[config.mk]
export PLATFORM = sky130hd
export DESIGN_NAME = lphs_ctrl
export DESIGN_NICKNAME = d
export VERILOG_FILES = /design/src/hw/rtl/lphs_pkg.sv /design/src/hw/rtl/lphs_ctrl.sv
export SDC_FILE = /design/constraint.sdc
export NUM_CORES = 1
export LEC_CHECK = 0
export ABC_AREA = 0
export BUFFER_PORTS_ARGS = -buffer_cell sky130_fd_sc_hd__buf_2
export CORE_AREA = 2 2 39 41
export CTS_CLUSTER_DIAMETER = 50
export DETAILED_ROUTE_END_ITERATION = 6
export DIE_AREA = 0 0 41 43
export PLACE_DENSITY = 0.68
export RECOVER_POWER = 25
export SYNTH_ARGS = -nofsm -noshare
export SYNTH_HDL_FRONTEND = slang
export SYNTH_SLANG_ARGS = --single-unit
[constraint.sdc]
create_clock -name clk -period 1.35 [get_ports clk]
set_input_delay 0.27 -clock clk [delete_from_list [all_inputs] [get_ports clk]]
set_output_delay 0.27 -clock clk [all_outputs]
set_load 0.03 [all_outputs]
[src/hw/rtl/lphs_pkg.sv]
`timescale 1ns / 1ps
// ----------------------------------------------------------------------------
// lphs_pkg
// Types, codes and constants shared by the linear probing hash set.
// ----------------------------------------------------------------------------
package lphs_pkg;

  // Default build sizes.
  localparam int DEF_CAPACITY  = 1024;
  localparam int DEF_KEY_WIDTH = 32;

  // Fixed field widths of the request and response.
  localparam int OPCODE_W = 2;
  localparam int KEY_W    = 32;
  localparam int HASH_W   = 32;
  localparam int STATUS_W = 3;
  localparam int SLOT_W   = 10;
  localparam int COUNT_W  = 11;
  localparam int PCT_W    = 7;

  // Load percent scale and limit register reset value.
  localparam int PCT_SCALE = 100;
  localparam logic [PCT_W-1:0] LIMIT_RESET = 7'd60;

  // Operation codes.
  typedef enum logic [OPCODE_W-1:0] {
    OP_LOOKUP = 2'd0,
    OP_INSERT = 2'd1,
    OP_REMOVE = 2'd2,
    OP_CLEAR  = 2'd3
  } op_t;

  // Response status codes.
  localparam logic [STATUS_W-1:0] ST_FOUND     = 3'd0;
  localparam logic [STATUS_W-1:0] ST_NOT_FOUND = 3'd1;
  localparam logic [STATUS_W-1:0] ST_INSERTED  = 3'd2;
  localparam logic [STATUS_W-1:0] ST_REPLACED  = 3'd3;
  localparam logic [STATUS_W-1:0] ST_REMOVED   = 3'd4;
  localparam logic [STATUS_W-1:0] ST_FULL      = 3'd5;
  localparam logic [STATUS_W-1:0] ST_CLEARED   = 3'd6;

  // Slot marks.
  localparam logic [1:0] MARK_FREE = 2'd0;
  localparam logic [1:0] MARK_USED = 2'd1;
  localparam logic [1:0] MARK_DEAD = 2'd2;

  typedef struct packed {
    logic [OPCODE_W-1:0] opcode;
    logic [KEY_W-1:0]    key;
    logic [HASH_W-1:0]   key_hash;
  } req_t;

  typedef struct packed {
    logic [STATUS_W-1:0] status;
    logic [SLOT_W-1:0]   slot_index;
    logic [COUNT_W-1:0]  live_count;
    logic [COUNT_W-1:0]  dead_count;
    logic [PCT_W-1:0]    load_percent;
    logic                over_limit;
  } rsp_t;

  // Commands from the controller to the datapath.
  typedef struct packed {
    logic capture;
    logic probe_step;
    logic sweep;
    logic finish;
  } lphs_cmd_t;

  // Status from the datapath to the controller.
  typedef struct packed {
    logic req_clear;
    logic mod_done;
    logic probe_end;
    logic sweep_last;
    logic out_free;
  } lphs_sts_t;

endpackage

[src/hw/rtl/lphs_ctrl.sv]
`timescale 1ns / 1ps
// ----------------------------------------------------------------------------
// lphs_ctrl
// Sequencer for the hash set: initial sweep, hash reduction, probe walk,
// table clear and result hand-off.
// ----------------------------------------------------------------------------
module lphs_ctrl
  import lphs_pkg::*;
(
  input  logic      clk,
  input  logic      rst,
  input  logic      req_valid,
  output logic      req_stall,
  output lphs_cmd_t cmd,
  input  lphs_sts_t sts
);

  typedef enum logic [5:0] {
    S_INIT   = 6'b000001,
    S_IDLE   = 6'b000010,
    S_HASH   = 6'b000100,
    S_PROBE  = 6'b001000,
    S_SWEEP  = 6'b010000,
    S_FINISH = 6'b100000
  } state_t;

  state_t state;
  state_t state_next;

  // State register; reset starts the sweep that frees every slot.
  always_ff @(posedge clk) begin
    if (rst) begin
      state <= S_INIT;
    end else begin
      state <= state_next;
    end
  end

  // Next state and datapath commands.
  always_comb begin
    state_next = state;
    cmd        = '0;
    case (state)
      S_INIT: begin
        cmd.sweep = 1'b1;
        if (sts.sweep_last) begin
          state_next = S_IDLE;
        end
      end
      S_IDLE: begin
        if (req_valid) begin
          cmd.capture = 1'b1;
          state_next  = sts.req_clear ? S_SWEEP : S_HASH;
        end
      end
      S_HASH: begin
        if (sts.mod_done) begin
          state_next = S_PROBE;
        end
      end
      S_PROBE: begin
        cmd.probe_step = 1'b1;
        if (sts.probe_end) begin
          state_next = S_FINISH;
        end
      end
      S_SWEEP: begin
        cmd.sweep = 1'b1;
        if (sts.sweep_last) begin
          state_next = S_FINISH;
        end
      end
      S_FINISH: begin
        if (sts.out_free) begin
          cmd.finish = 1'b1;
          state_next = S_IDLE;
        end
      end
      default: begin
        state_next = S_INIT;
      end
    endcase
  end

  // Requests are taken only between operations.
  assign req_stall = (state != S_IDLE);

endmodule

# After elaboration in Yosys (flattened, before gate mapping)
# Index checks and enable logic that the tools add are counted.
# totals
ff_bits	6
in_bits	8
out_inout_bits	5
elab_cells	30
# classes
n_eq_ne	13
n_mux	14
reduce_logical	2
# ops
op	count
6-bit 2-to-1 mux	6
6-bit case mux with 6 select lines	1
2-bit != test, second input constant	6
6-bit by 1-bit == test with 1-bit output, second input constant	1
6-bit by 2-bit == test with 1-bit output, second input constant	1
6-bit by 3-bit == test with 1-bit output, second input constant	1
6-bit by 4-bit == test with 1-bit output, second input constant	1
6-bit by 5-bit == test with 1-bit output, second input constant	1
6-bit == test, second input constant	1
1-bit 2-to-1 mux	6
6-bit by 2-bit != test with 1-bit output, second input constant	1
6-bit AND reduction	1
5-bit 2-to-1 mux	1
2-bit OR reduction	1

# Logic depth before layout (Yosys ltp)
# depth
word_depth	3
mapped_depth	6
ltp_nobuf	5

# Least setup slack after synthesis
# OpenSTA, ideal clock, no wires.
# synth_timing
path_type	reg-to-output
from	register state[4]
to	output port cmd[0] (netlist bit)
t_arrival_ps	1752
required_time_ps	1080
slack_ps	-672
path_stages_with_launch	4
path_buffers	1
path_cell_list	dfxtp_1 -> buf_6 -> or3_4 -> nor4_1
# synth_lines
element	line_no	source
from (decl)	lphs_ctrl.sv:27	state_t state;
from (signal assigned)	lphs_ctrl.sv:35	state <= state_next;
to (decl)	lphs_ctrl.sv:14	output lphs_cmd_t cmd,

# Final worst setup path
# layout_timing
from	register state[3]
to	register state[0]
# layout_between
elab_chain_cells	3
word_cells_on_any_way	14
classes_between	12 x eq/ne; 1 x mux; 1 x reduce/logical
# layout_rtl
element	line_no	source
6-bit by 3-bit == test with 1-bit output (tied with other cells)	lphs_ctrl.sv:43	case (state)
2-bit != test (no source line)	n/a	
6-bit AND reduction (no source line)	n/a	
# Several ways; a longest one is shown, not always the timed one.
# A chain may end at the register's enable or synchronous reset.

==> reports/results.ini <==
[power]
swShare_pct = 41.2
vdd_drop_max_mv = 0.831
power_leakage_nw = 0.370
powerDensity_nw_per_um2 = 1420
seq_power_share_pct = 23.6
clockPowerShare_pct = 12.9
combPwrFrac_pct = 63.5
internal_power_w = 0.000717
p_sw_w = 0.000502

[synthesis]
synth_flop_cell = dfxtp_1
synth_top_area_share_pct = 23.2
synth_compound_area_share_pct = 14.0
synthXorXnorAreaFrac_pct = 6.78
synthCells = 60
syn-cell-area_um2 = 517
yosysWarnings = 0
async_flop_share_pct = 0
synth_top_cell_by_area = dfxtp_1
ys_types = 30
muxShareOfSynthArea_pct = 0
synth_edf_count = 0
ys_seq_elements = 6
synth-simple-area-share_pct = 46.2
synth_fa_ha_area_share_pct = 0
yosysSeqAreaShare_pct = 23.2
synth_top_family_by_area = simple AND/OR/NAND/NOR gates
synth_area_leaders = dfxtp_1, nor4_4, buf_6
syn_area_per_cell_um2 = 8.61
synth_nets = 68

[finish]
antenna_cells = 0
area_growth_pct = 66.3
regMostFlops = state
nets = 104
largest_reg_flops = 6
utilization_pct = 62.1
layout-drive-gt1-share_pct = 60.6
reg_top3 = state x6
final_cell_mix = buf_4, buf_2, nor2_1
final_common_cell = buf_4
design_area_um2 = 860

[global_routing]
gr-total-overflow = 0
antenna_found_initial = 0
grt.total_usage_pct = 19.0
grt_first_pass_wirelength_mm = 2.28
grt_pass1_vias = 547
grt_max_degree = 9

[clock_tree]
cts_hold_buffers = 0
cts_buffer_depth = 2
tritoncts = yes
clock_sinks = 6
htree_levels = 1
clock_tree.root_cell = clkbuf_4
cts_made_buffers = 3
clk_pin_slew_ps = 40
clk_latency_ps = 240

[die]
io_pins = 13
start_util_pct = 37.3
core_area_um2 = 1380
fp.dieH_um = 43
die_w_um = 41
std_cell_rows = 14
dieArea_um2 = 1760

[placement]
io_buffers = 12
gp_congestion = 0.761
place_area_um2 = 741
place_hpwl_mm = 1.09
place_worst_setup_slack_ps = -208

[routing]
drc_errors = 0
num_vias = 542
postRouteAntennaNets = 0
avgRoutedWirePerCell_um = 12.5
via_per_inst = 4.93
dr.pass1.iters = 1
drt_wl_total_mm = 1.38
drtIter0Drc = 0

[timing]
setup_slack_ps = -277
whs_ps = 264
grt_setup_unrepaired = yes
finalCritPeriodShare_pct = 120
clock.fmax_mhz = 615
maxSlewViolCount = 0
setup_viol = 10
relSlewSlack_pct = 74.3
fin_crit_ps = 1630
tns_ps = -2340
hold_viol = 0
worstMarginPinSlew_ps = 384
skew_ps = 2.37

[setup_path]
worstPathMaxFanout = 6
endpoint_kind = flop
path_class = flop to flop
start_kind = flop
ff2ff_setup_slack_ps = -280
crit_arrival_ps = 1800
cp.required_ps = 1520

[status]
violations = negative setup slack
run_status = complete, but fails checks

[hold_path]
hp-class = input port to flop

[flow_run]
cap_violations = 0

power by group through the flow:
stage                     clock network (W)  registers [W]  logic, W
after detailed placement                  0       0.000273  0.000668
after global placement                    0       0.000269  0.000650
final                              0.000158       0.000288  0.000774
after CTS                          0.000166       0.000289  0.000746
after global routing               0.000183       0.000292  0.000846
after floorplan                           0       0.000226  0.000516
timing repair:
action	in CTS	in global routing
hold endpoints to repair	0	0
setup buffers	3	2
pin swaps	7	3
gates cloned	0	0
endpoints found under the setup margin	10	10
resized for setup	16	2
synth_stat cells (2+ instances only):
cell type,n
nor2_1,8
dfxtp_1,6
buf_6,3
inv_1,3
nand2b_1,3
nand3b_1,3
nor4_1,3
a21oi_1,2
a31oi_1,2
nand2_1,2
nand4_1,2
nor4_4,2
o21ai_0,2
xnor2_1,2
xor2_1,2
metrics by stage:
step | power, W | instances
detailed placement | 0.000940 | 102
finish | 0.00122 | 110
global route | 0.00132 | 110
CTS | 0.00120 | 108
floorplan | 0.000741 | 60
global placement | 0.000920 | 102
layout make-up:
| type | count | area (um2) |
|---|---|---|
| Multi-Input combinational cell | 47 | 412 |
| Inverter | 3 | 11.3 |
| Tap cell | 16 | 20.0 |
| Fill cell | 123 | 524 |
| Timing Repair Buffer | 35 | 269 |
| Clock buffer | 3 | 22.5 |
| Sequential cell | 6 | 125 |
worst max-delay path, stage by stage (launching register included):
cell and delay [ps]:
dfxtp_2 320, or3_4 410, buf_4 160, nor4_4 240, a211oi_2 110, and4b_1 210
o21bai_2 90
worst paths after layout:
check / from / to / depth (start not counted)
worst max-delay path: state[3] / state[0] / 6
worst min-delay path: rst / state[4] / 2
worst max register to register: state[3] / state[0] / 6
worst min register to register: state[2] / state[5] / 4
per-layer routing:
metal  vias up  share of wire (%)  GRT usage, %
met4         0                  0          2.00
met5         -                  0             0
li1        286                  -             -
met2        13                 55          34.7
met3         0                3.6          4.71
met1       243                 41          21.2
kinds of logic after synthesis:
group,Yosys count
AO/OA/AOI/OAI,10
XOR/XNOR,4
buffers and inverters,7
flip-flops,6
AND/OR/NAND/NOR,33
No activity file was read; power rests on OpenSTA's default activity.
